### src/rtl/core/ess_pkg.sv
// Package for the eased segment scheduler core: widths, command codes and
// the table entry type, and the request and response types. Depends on nothing.
`default_nettype none
package ess_pkg;
   localparam int MaxSegments = 16;
   localparam int IdxBits     = 4;
   localparam int CntBits     = 5;
   localparam int TimeBits    = 32;
   localparam int QBits       = 17;
   localparam logic [QBits-1:0] QOne = 17'h10000;

   localparam logic [1:0] CMD_LOAD  = 2'd0;
   localparam logic [1:0] CMD_START = 2'd1;
   localparam logic [1:0] CMD_TICK  = 2'd2;

   typedef struct packed {
      logic [TimeBits-1:0] duration;
      logic [7:0]          repeats;
      logic [QBits-1:0]    ease_in;
      logic [QBits-1:0]    ease_out;
      logic                moves;
   } entry_type;

   typedef struct packed {
      logic [1:0]          cmd;
      logic [TimeBits-1:0] time_now;
      logic [IdxBits-1:0]  entry_index;
      logic [TimeBits-1:0] entry_duration;
      logic [7:0]          entry_repeats;
      logic [QBits-1:0]    entry_ease_in;
      logic [QBits-1:0]    entry_ease_out;
      logic                entry_moves;
   } req_type;

   typedef struct packed {
      logic [CntBits-1:0] segment_index;
      logic [QBits-1:0]   progress;
      logic               active;
      logic               finished;
   } rsp_type;
endpackage
`default_nettype wire

### src/rtl/core/ess_if.sv
// Valid/ready channel interfaces for requests, responses and the register
// write port. Depends on ess_pkg.
`default_nettype none
interface ess_req_if;
   logic valid;
   logic ready;
   ess_pkg::req_type data;
   modport source (output valid, output data, input ready);
   modport sink (input valid, input data, output ready);
endinterface

interface ess_rsp_if;
   logic valid;
   logic ready;
   ess_pkg::rsp_type data;
   modport source (output valid, output data, input ready);
   modport sink (input valid, input data, output ready);
endinterface

interface ess_csr_if;
   logic valid;
   logic ready;
   logic [ess_pkg::CntBits-1:0] data;
   modport source (output valid, output data, input ready);
   modport sink (input valid, input data, output ready);
endinterface
`default_nettype wire

### src/rtl/core/eased_segment_scheduler_core.sv
// Eased segment scheduler core. Depends on ess_pkg, ess_if, ess_serial_mul.
//
// A request is a load, a start or a tick, and each one gives exactly one
// response. The response to a load or a start is registered through the
// S_OUT state after the request is taken. A tick first walks the segment
// table to retire ended segments, through S_WALK and S_MW for each retired
// segment. For a moving segment it then runs these steps in order:
//   - a bit-serial multiply for elapsed*(repeats+1)
//   - a 32-step restoring remainder
//   - a 16-step fraction division
//   - six serial multiplies for the Bezier ease
// The length of each serial multiply follows the number of significant
// bits of its second operand. The worst case for a tick is 15 retired
// segments and 256 repeats, then the remainder, the division and the
// multiplies. The serial multiplier and the one-bit-a-cycle divider set
// how long a tick takes. One request is in work at a time. A new request
// is taken only once the held response has been accepted.
`default_nettype none
module eased_segment_scheduler_core (
   input wire logic clock,
   input wire logic reset,
   ess_req_if.sink   req,
   ess_rsp_if.source rsp,
   ess_csr_if.sink   csr
);
   import ess_pkg::*;

   localparam logic [3:0] S_IDLE = 4'd0, S_WALK = 4'd1, S_REP = 4'd2,
      S_MOD = 4'd3, S_FRAC = 4'd4, S_M1 = 4'd5, S_M2 = 4'd6, S_M3 = 4'd7,
      S_M4 = 4'd8, S_M5 = 4'd9, S_OUT = 4'd10, S_MW = 4'd11, S_M6 = 4'd12,
      S_MUL = 4'd13;

   entry_type table_mem [MaxSegments];
   entry_type ent_ff;

   logic [3:0]          state_ff, state_in, ret_ff, ret_in;
   logic [CntBits-1:0]  count_ff, count_in, cur_ff, cur_in;
   logic [TimeBits-1:0] start_ff, start_in, now_ff, now_in;
   logic [5:0]          step_ff, step_in;
   logic [63:0]         r_ff, r_in, d_ff, d_in, q_ff, q_in, x_ff, x_in;
   logic [16:0]         t_ff, t_in;
   logic                act_ff, act_in;
   logic                rsp_valid_ff, rsp_valid_in;
   rsp_type             rsp_ff, rsp_in;
   logic                mstart;
   logic [63:0]         ma, mb;
   logic                mdone;
   logic [63:0]         mprod;
   logic [CntBits-1:0]  eff_count;
   logic [TimeBits-1:0] end_time;
   logic [64:0]         rsh;

   ess_serial_mul u_mul (
      .clock(clock), .reset(reset), .start(mstart), .op_a(ma), .op_b(mb),
      .done(mdone), .product(mprod)
   );

   assign eff_count = (count_ff > CntBits'(MaxSegments)) ? CntBits'(MaxSegments) : count_ff;
   assign end_time  = start_ff + ent_ff.duration;
   assign rsh       = {r_ff, 1'b0};
   assign req.ready = (state_ff == S_IDLE) && !rsp_valid_ff;
   assign csr.ready = 1'b1;
   assign rsp.valid = rsp_valid_ff;
   assign rsp.data  = rsp_ff;

   always_comb begin
      state_in = state_ff; ret_in = ret_ff; count_in = count_ff; cur_in = cur_ff;
      start_in = start_ff; now_in = now_ff; step_in = step_ff;
      r_in = r_ff; d_in = d_ff; q_in = q_ff; x_in = x_ff; t_in = t_ff;
      act_in = act_ff; rsp_valid_in = rsp_valid_ff; rsp_in = rsp_ff;
      mstart = 1'b0; ma = '0; mb = '0;
      if (rsp.valid && rsp.ready) rsp_valid_in = 1'b0;
      if (csr.valid) count_in = csr.data;
      unique case (state_ff)
         S_IDLE: begin
            if (req.valid && req.ready) begin
               now_in = req.data.time_now;
               act_in = 1'b0;
               t_in = '0;
               state_in = S_OUT;
               if (req.data.cmd == CMD_START) begin
                  cur_in = '0; start_in = req.data.time_now;
               end else if (req.data.cmd == CMD_TICK && cur_ff < eff_count) begin
                  state_in = S_WALK;
               end
            end
         end
         S_WALK: begin
            // ent_ff holds the entry of cur_ff here
            if (cur_ff >= eff_count) begin
               state_in = S_OUT;
            end else if (now_ff >= end_time) begin
               cur_in = cur_ff + 1'b1;
               if (cur_ff + 1'b1 < eff_count) start_in = end_time;
               state_in = S_MW;
            end else if (ent_ff.moves) begin
               act_in = 1'b1;
               mstart = 1'b1;
               ma = 64'(now_ff - start_ff);
               mb = 64'({1'b0, ent_ff.repeats} + 9'd1);
               ret_in = S_REP; state_in = S_MUL;
            end else begin
               state_in = S_OUT;
            end
         end
         S_MW: state_in = S_WALK;
         S_REP: begin
            // the product is held; begin the remainder
            d_in = 64'(ent_ff.duration);
            r_in = '0;
            x_in = {32'(mprod), 32'd0};
            step_in = 6'd32;
            if (ent_ff.duration == '0) begin
               t_in = '0; state_in = S_M1;
            end else state_in = S_MOD;
         end
         S_MOD: begin
            r_in = {r_ff[62:0], x_ff[63]};
            x_in = x_ff << 1;
            if ({r_ff[62:0], x_ff[63]} >= d_ff) r_in = {r_ff[62:0], x_ff[63]} - d_ff;
            step_in = step_ff - 1'b1;
            if (step_ff == 6'd1) begin
               step_in = 6'd16; q_in = '0; state_in = S_FRAC;
            end
         end
         S_FRAC: begin
            q_in = q_ff << 1;
            r_in = rsh[63:0];
            if (rsh[64] || rsh[63:0] >= d_ff) begin
               r_in = rsh[63:0] - d_ff; q_in = (q_ff << 1) | 64'd1;
            end
            step_in = step_ff - 1'b1;
            if (step_ff == 6'd1) begin
               t_in = 17'(q_in[15:0]); state_in = S_M1;
            end
         end
         S_M1: begin
            // a*mt
            mstart = 1'b1; ma = 64'(ent_ff.ease_in); mb = 64'(QOne - t_ff);
            ret_in = S_M2; state_in = S_MUL;
         end
         S_M2: begin
            // keep a*mt, start b*t
            x_in = mprod;
            mstart = 1'b1; ma = 64'(QOne - ent_ff.ease_out); mb = 64'(t_ff);
            ret_in = S_M3; state_in = S_MUL;
         end
         S_M3: begin
            // lin*(mt*t): first mt*t
            q_in = 64'd3 * (x_ff + mprod);
            mstart = 1'b1; ma = 64'(QOne - t_ff); mb = 64'(t_ff);
            ret_in = S_M4; state_in = S_MUL;
         end
         S_M4: begin
            mstart = 1'b1; ma = q_ff; mb = mprod;
            ret_in = S_M5; state_in = S_MUL;
         end
         S_M5: begin
            // keep lin*mt*t, start t*t
            r_in = mprod;
            mstart = 1'b1; ma = 64'(t_ff); mb = 64'(t_ff);
            ret_in = S_M6; state_in = S_MUL;
         end
         S_M6: begin
            // t^3 scaled by 2^16
            mstart = 1'b1; ma = mprod; mb = 64'({t_ff, 16'd0});
            ret_in = S_OUT; state_in = S_MUL;
         end
         S_OUT: begin
            if (!rsp_valid_ff || (rsp.ready)) begin
               rsp_in.segment_index = cur_ff;
               rsp_in.progress = act_ff ? 17'((r_ff + mprod) >> 48) : '0;
               rsp_in.active = act_ff;
               rsp_in.finished = cur_ff >= eff_count;
               rsp_valid_in = 1'b1;
               state_in = S_IDLE;
            end
         end
         S_MUL: begin
            // multiplier wait: the product is ready when done pulses
            if (mdone) state_in = ret_ff;
         end
         default: state_in = S_IDLE;
      endcase
   end

   always_ff @(posedge clock) begin
      r_ff <= r_in; d_ff <= d_in; q_ff <= q_in; x_ff <= x_in; t_ff <= t_in;
      now_ff <= now_in; step_ff <= step_in; rsp_ff <= rsp_in; ret_ff <= ret_in;
      ent_ff <= table_mem[cur_in[IdxBits-1:0]];
      if (req.valid && req.ready && req.data.cmd == CMD_LOAD) begin
         table_mem[req.data.entry_index] <= '{
            duration: req.data.entry_duration,
            repeats:  req.data.entry_repeats,
            ease_in:  (req.data.entry_ease_in > QOne) ? QOne : req.data.entry_ease_in,
            ease_out: (req.data.entry_ease_out > QOne) ? QOne : req.data.entry_ease_out,
            moves:    req.data.entry_moves};
      end
      if (reset) begin
         state_ff <= S_IDLE; count_ff <= '0; cur_ff <= '0; start_ff <= '0;
         act_ff <= 1'b0; rsp_valid_ff <= 1'b0;
      end else begin
         state_ff <= state_in; count_ff <= count_in; cur_ff <= cur_in;
         start_ff <= start_in; act_ff <= act_in; rsp_valid_ff <= rsp_valid_in;
      end
   end

`ifndef SYNTH
   a_one_rsp: assert property (@(posedge clock) disable iff (reset)
      (req.valid && req.ready) |-> !rsp_valid_ff) else $error("request taken while response held");
   a_hold: assert property (@(posedge clock) disable iff (reset)
      (rsp.valid && !rsp.ready) |=> rsp.valid) else $error("response dropped");
   a_idx: assert property (@(posedge clock) disable iff (reset)
      rsp.valid |-> (rsp.data.segment_index <= CntBits'(MaxSegments))) else $error("index range");
`endif
endmodule
`default_nettype wire

### src/rtl/core/ess_serial_mul.sv
// Shift-and-add multiplier, one multiplier bit per cycle, 64-bit product.
// Depends on nothing.
`default_nettype none
module ess_serial_mul (
   input  wire logic        clock,
   input  wire logic        reset,
   input  wire logic        start,
   input  wire logic [63:0] op_a,
   input  wire logic [63:0] op_b,
   output logic             done,
   output logic [63:0]      product
);
   logic [63:0] a_ff, a_in, b_ff, b_in, p_ff, p_in;
   logic        busy_ff, busy_in;
   logic        done_ff, done_in;

   always_comb begin
      a_in = a_ff; b_in = b_ff; p_in = p_ff; busy_in = busy_ff; done_in = 1'b0;
      if (start) begin
         a_in = op_a; b_in = op_b; p_in = '0; busy_in = 1'b1;
      end else if (busy_ff) begin
         if (b_ff[0]) p_in = p_ff + a_ff;
         a_in = a_ff << 1;
         b_in = b_ff >> 1;
         if ((b_ff >> 1) == 64'd0) begin
            busy_in = 1'b0; done_in = 1'b1;
         end
      end
   end

   always_ff @(posedge clock) begin
      a_ff <= a_in; b_ff <= b_in; p_ff <= p_in;
      if (reset) begin
         busy_ff <= 1'b0; done_ff <= 1'b0;
      end else begin
         busy_ff <= busy_in; done_ff <= done_in;
      end
   end

   assign done = done_ff;
   assign product = p_ff;
endmodule
`default_nettype wire
### src/flat_wrapper.sv
// flat-port wrapper written by rule: the top's interface ports become plain ports
module eased_segment_scheduler_core_flat import ess_pkg::*;
  (clock, reset, req_valid, req_data, req_ready, rsp_valid, rsp_data, rsp_ready, csr_valid, csr_data, csr_ready);
  ess_req_if req_i ();
  ess_rsp_if rsp_i ();
  ess_csr_if csr_i ();
  input wire logic clock;
  input wire logic reset;
  input wire logic [$bits(req_i.valid)-1:0] req_valid;
  input wire logic [$bits(req_i.data)-1:0] req_data;
  output wire logic [$bits(req_i.ready)-1:0] req_ready;
  output wire logic [$bits(rsp_i.valid)-1:0] rsp_valid;
  output wire logic [$bits(rsp_i.data)-1:0] rsp_data;
  input wire logic [$bits(rsp_i.ready)-1:0] rsp_ready;
  input wire logic [$bits(csr_i.valid)-1:0] csr_valid;
  input wire logic [$bits(csr_i.data)-1:0] csr_data;
  output wire logic [$bits(csr_i.ready)-1:0] csr_ready;
  assign req_i.valid = req_valid;
  assign req_i.data = req_data;
  assign req_ready = req_i.ready;
  assign rsp_valid = rsp_i.valid;
  assign rsp_data = rsp_i.data;
  assign rsp_i.ready = rsp_ready;
  assign csr_i.valid = csr_valid;
  assign csr_i.data = csr_data;
  assign csr_ready = csr_i.ready;
  eased_segment_scheduler_core u_core (.clock(clock), .reset(reset), .req(req_i), .rsp(rsp_i), .csr(csr_i));
endmodule
### config.mk
export PLATFORM = sky130hd
export DESIGN_NAME = eased_segment_scheduler_core_flat
export DESIGN_NICKNAME = d
export VERILOG_FILES = /design/src/rtl/core/ess_pkg.sv /design/src/rtl/core/ess_if.sv /design/src/rtl/core/eased_segment_scheduler_core.sv /design/src/rtl/core/ess_serial_mul.sv /design/src/flat_wrapper.sv
export SDC_FILE = /design/constraint.sdc
export NUM_CORES = 2
export LEC_CHECK = 0
export BUFFER_PORTS_ARGS = -buffer_cell sky130_fd_sc_hd__buf_4
export CAP_MARGIN = 10
export CELL_PAD_IN_SITES_DETAIL_PLACEMENT = 1
export CELL_PAD_IN_SITES_GLOBAL_PLACEMENT = 2
export CORE_MARGIN = 4
export CORE_UTILIZATION = 43
export CTS_CLUSTER_DIAMETER = 80
export DETAILED_ROUTE_END_ITERATION = 10
export GPL_TIMING_DRIVEN = 0
export PLACE_DENSITY = 0.79
export SKIP_LAST_GASP = 1
export SYNTH_ARGS = -nofsm -noshare
export SYNTH_HDL_FRONTEND = slang
export SYNTH_HIERARCHICAL = 1
export SYNTH_SLANG_ARGS = --single-unit
### constraint.sdc
create_clock -name clock -period 11.2 [get_ports clock]
set_input_delay 1.68 -clock clock [delete_from_list [all_inputs] [get_ports clock]]
set_output_delay 1.68 -clock clock [all_outputs]
set_load 0.01 [all_outputs]
==> qor.csv <==
stage;metric;value;unit
detailed_routing;DRT antenna net count;0;
clock_tree;Clk pin slew, worst setup/hold paths;0.06;ns
place;Post-Place Cells;12130;
setup_path;Reg2Reg Depth;28;
sta;Rel. slew slack;7.442;%
detailed_routing;Avg WL per Cell;31.16;µm
power_and_ir_drop;Power Dens Cells;268.0;nW/µm²
setup_path;CP Class;reg2reg;
setup_path;slowest cell on the critical path;a21oi_1;
synthesis;Synth Instances;9036;
floorplan;core box area;218000;µm²
synthesis;dominant cell type by area after synthesis;edfxtp_1;
sta;min cycle time layout;9.642;ns
detailed_routing;DRC violations left;0;
synthesis;Yosys reg bits;1822;
setup_path;most frequent CP cell;o21ai_0;
finish;register area;52820;µm²
setup_path;worst-path maximum fanout;10;
clock_tree;CTS tree;done;
setup_path;Critical Path AT;10.20;ns
floorplan;die width;477.1;µm
detailed_routing;via count;76680;
detailed_routing;Pre-Repair DR Iteration Count;8;
sta;Final WS setup;1.558;ns
detailed_routing;1st-iter DRT viols;7273;
hold_path;Min-Delay Path Class;reg2reg;
finish;nets;10010;
clock_tree;Sink Count;1822;
finish;area of the multi-input gates;39240;µm²
floorplan;I/O pins;150;
place;Final GP Congestion;1.026;
synthesis;Post-synth top flop;edfxtp_1;
synthesis;Mapped Nets;9560;
sta;setup violators final;0;
setup_path;RR Endpoint;u_core/u_mul/a_ff[2];
synthesis;cell with the most instances after synthesis;nand2_1;
setup_path;Req. time, crit path;11.76;ns
synthesis;top cell type's share of synthesized area;51.81;%
power_and_ir_drop;Peak VDD IR;0.2291;mV
place;dpl ws;1.886;ns
clock_tree;CTS Hold Bufs;0;
finish;area grow syn2layout;13.55;%
sta;Clock Skew;0.09643;ns
synthesis;Mean Syn Cell Area;10.47;µm²
synthesis;yosys warns;6;
setup_path;Critical Path Source;u_core/ent_ff[43];
grt;largest net degree at the start of global routing;106;
synthesis;async set-reset flop share out of synthesis;0;%
grt;initial antenna violation count;34;
synthesis;Synth cell types;100;
clock_tree;post_cts resized;0;
run_status;status;finished clean;
sta;crit share post-route;86.09;%
flow_run;maxcap violations;0;
power_and_ir_drop;P_leak;40.19;nW
synthesis;EDFF count, synth;1633;
clock_tree;H-tree levels;4;
clock_tree;Clock Root Buffer;clkbuf_16;
place;I/O Buffers;146;
sta;worst-margin pin slew;1.383;ns
detailed_routing;Routed WL;389.9;mm
grt;number of global-route vias before repair;78330;
floorplan;Starting Density;43.41;%
setup_path;CP max stage delay;0.93;ns
synthesis;commonest cells in the netlist;nand2_1, edfxtp_1, o21ai_0, nand3_1, a21oi_1;
setup_path;R2R Path Start;u_core/ent_ff[43];
finish;fillers;23570;
floorplan;die area;227700;µm²
floorplan;cell row count;171;
grt;first-pass GRT wire length;554.6;mm
grt;GRT Util Overall;33.24;%
sta;hold slack;0.5193;ns
clock_tree;clock latency on the worst-skew pair;0.88;ns
detailed_routing;vias per cell;6.127;
sta;fmax;0.1037;GHz
clock_tree;Post-CTS Setup Bufs;0;
floorplan;Die Y;477.1;µm
synthesis;sequential share of the synthesized area;55.81;%
synthesis;Synth Cell Area;94640;µm²
sta;Hold Vio Cnt, Final;0;
clock_tree;Inserted Clock Buffers;197;
finish;layout cells sized above 1;9.164;%
place;dpl hpwl;295.6;mm
setup_path;Worst Setup End Kind;flip-flop;
sta;RSZ-0062 raised after global routing;no;
setup_path;CP endpoint;u_core/u_mul/a_ff[2];
finish;Post-Layout Cell Count;12520;
grt;total global routing overflow;0;
clock_tree;Clock Tree Buf Depth;3;
sta;Slew Limit Fails;0;
setup_path;r2r setup slk;1.56;ns
synthesis;Synth area leaders;edfxtp_1, nand2_1, ha_1, dfxtp_1, o21ai_0;
setup_path;Worst Setup Start Kind;flip-flop;
==> worst min-delay path by stage <==
stage                             startpoint                 end  slack (ns)  cells after the start
after floorplan            u_core/ent_ff[55]     u_core/d_ff[12]        0.44                      0
after global placement    u_core/count_ff[0]  u_core/count_ff[0]        0.48                      2
after detailed placement  u_core/count_ff[0]  u_core/count_ff[0]        0.49                      2
after CTS                    u_core/x_ff[11]     u_core/x_ff[12]        0.51                      1
after global routing         u_core/x_ff[11]     u_core/x_ff[12]        0.54                      1
final                     u_core/count_ff[0]  u_core/count_ff[0]        0.52                      2
==> sequential cells by signal, indices dropped and copies added (netlist names) <==
signal and flops:
u_core/table_mem 1200, u_core/ent_ff 75, u_core/q_ff 64, u_core/r_ff 64
u_core/u_mul/a_ff 64, u_core/u_mul/b_ff 64, u_core/u_mul/product 64, u_core/x_ff 64
u_core/d_ff 32, u_core/now_ff 32, u_core/start_ff 32, u_core/rsp.data 23
u_core/t_ff 16, u_core/step_ff 6, u_core/count_ff 5, u_core/cur_ff 5
u_core/ret_ff 4, u_core/state_ff 4, u_core/act_ff 1, u_core/rsp.valid 1
u_core/u_mul/busy_ff 1, u_core/u_mul/done 1
==> cells by family (layout without fill, tap and decap cells) <==
kind of cell,Yosys count,after routing,share of synthesized area [%]
muxes,134,134,1.589
buffers and inverters,686,1296,2.899
xor gates and xnor gates,368,368,3.406
DFF,1822,1822,55.81
and+or+nand+nor,3514,3514,16.53
other,2,18,0.007935
AOI/OAI and AO/OA,2109,2109,14.40
adders and majority gates,401,401,5.357
==> report_power, final <==
part	internal (W)	switching, W
Sequential	0.00857	0.00122
Combinational	0.00402	0.00850
Clock	0.00359	0.00290
Total	0.0162	0.0126
==> critical path, delay by kind of cell, from the launching register on <==
kind,cells,cell delay (ns)
flip-flops,1,0.60
adder cells (fa/ha/maj),3,0.97
XOR/XNOR,1,0.19
AND/OR/NAND/NOR,6,0.84
AO/OA/AOI/OAI,14,4.63
buffers and inverters,4,2.08
==> metrics by stage <==
stage	utilization (%)	setup TNS, ns	total power [W]	cell area, µm²
floorplan	-	0	0.01689	94640
global placement	45.55	-496.74	0.02188	99310
detailed placement	46.31	0	0.02212	101000
CTS	49.25	0	0.02869	107400
global route	49.28	0	0.03005	107400
finish	49.29	0	0.02880	107500
==> placed cells by master (no fill, tap or decap), types with 44 or more instances in the layout <==
master     netlist  layout
and3_1          53      52
edfxtp_1      1633    1633
o21bai_1        70      70
xnor2_1        209     209
xor2_1         159     159
nand2_1       1917    1917
nor2_1         330     317
ha_1           394     394
a21oi_1        501     501
nand3_1        551     551
nand2b_1        57      57
nor2b_1         74      73
buf_2          105     105
inv_1          191     189
or3_1           46      46
nor3_1         115     106
buf_4            8     172
a221oi_1       114     114
and2_1          58      58
buf_6            1      44
nand4_1        175     175
dfxtp_1        189     188
o211ai_1        55      55
nor4_1          62      61
a21o_1         223     223
a22o_1          51      51
mux2_2         126     126
clkbuf_16        0     200
o21ai_0        552     551
a211oi_1        63      62
o21ai_1         60      60
clkbuf_1       352     381
a22oi_1        129     129
==> routing by layer <==
metal | track usage, % | vias to the layer above | part of all wire [%]
met5 | 0 | - | 0.026
met2 | 55.38 | 2622 | 48
met4 | 21.02 | 14 | 7.5
li1 | - | 34240 | -
met3 | 4.502 | 837 | 5.5
met1 | 40.80 | 38970 | 40
==> area by class of cell <==
type | count | share of cell area (%)
Buffer | 494 | 1.886
Multi-Input combinational cell | 6528 | 36.51
Clock buffer | 238 | 4.846
Clock inverter | 123 | 1.124
Tap cell | 2854 | 3.323
Inverter | 192 | 0.6753
Timing Repair Buffer | 249 | 2.444
Sequential cell | 1822 | 49.15
Antenna cell | 16 | 0.03726
No activity file was read; power rests on OpenSTA's default activity.
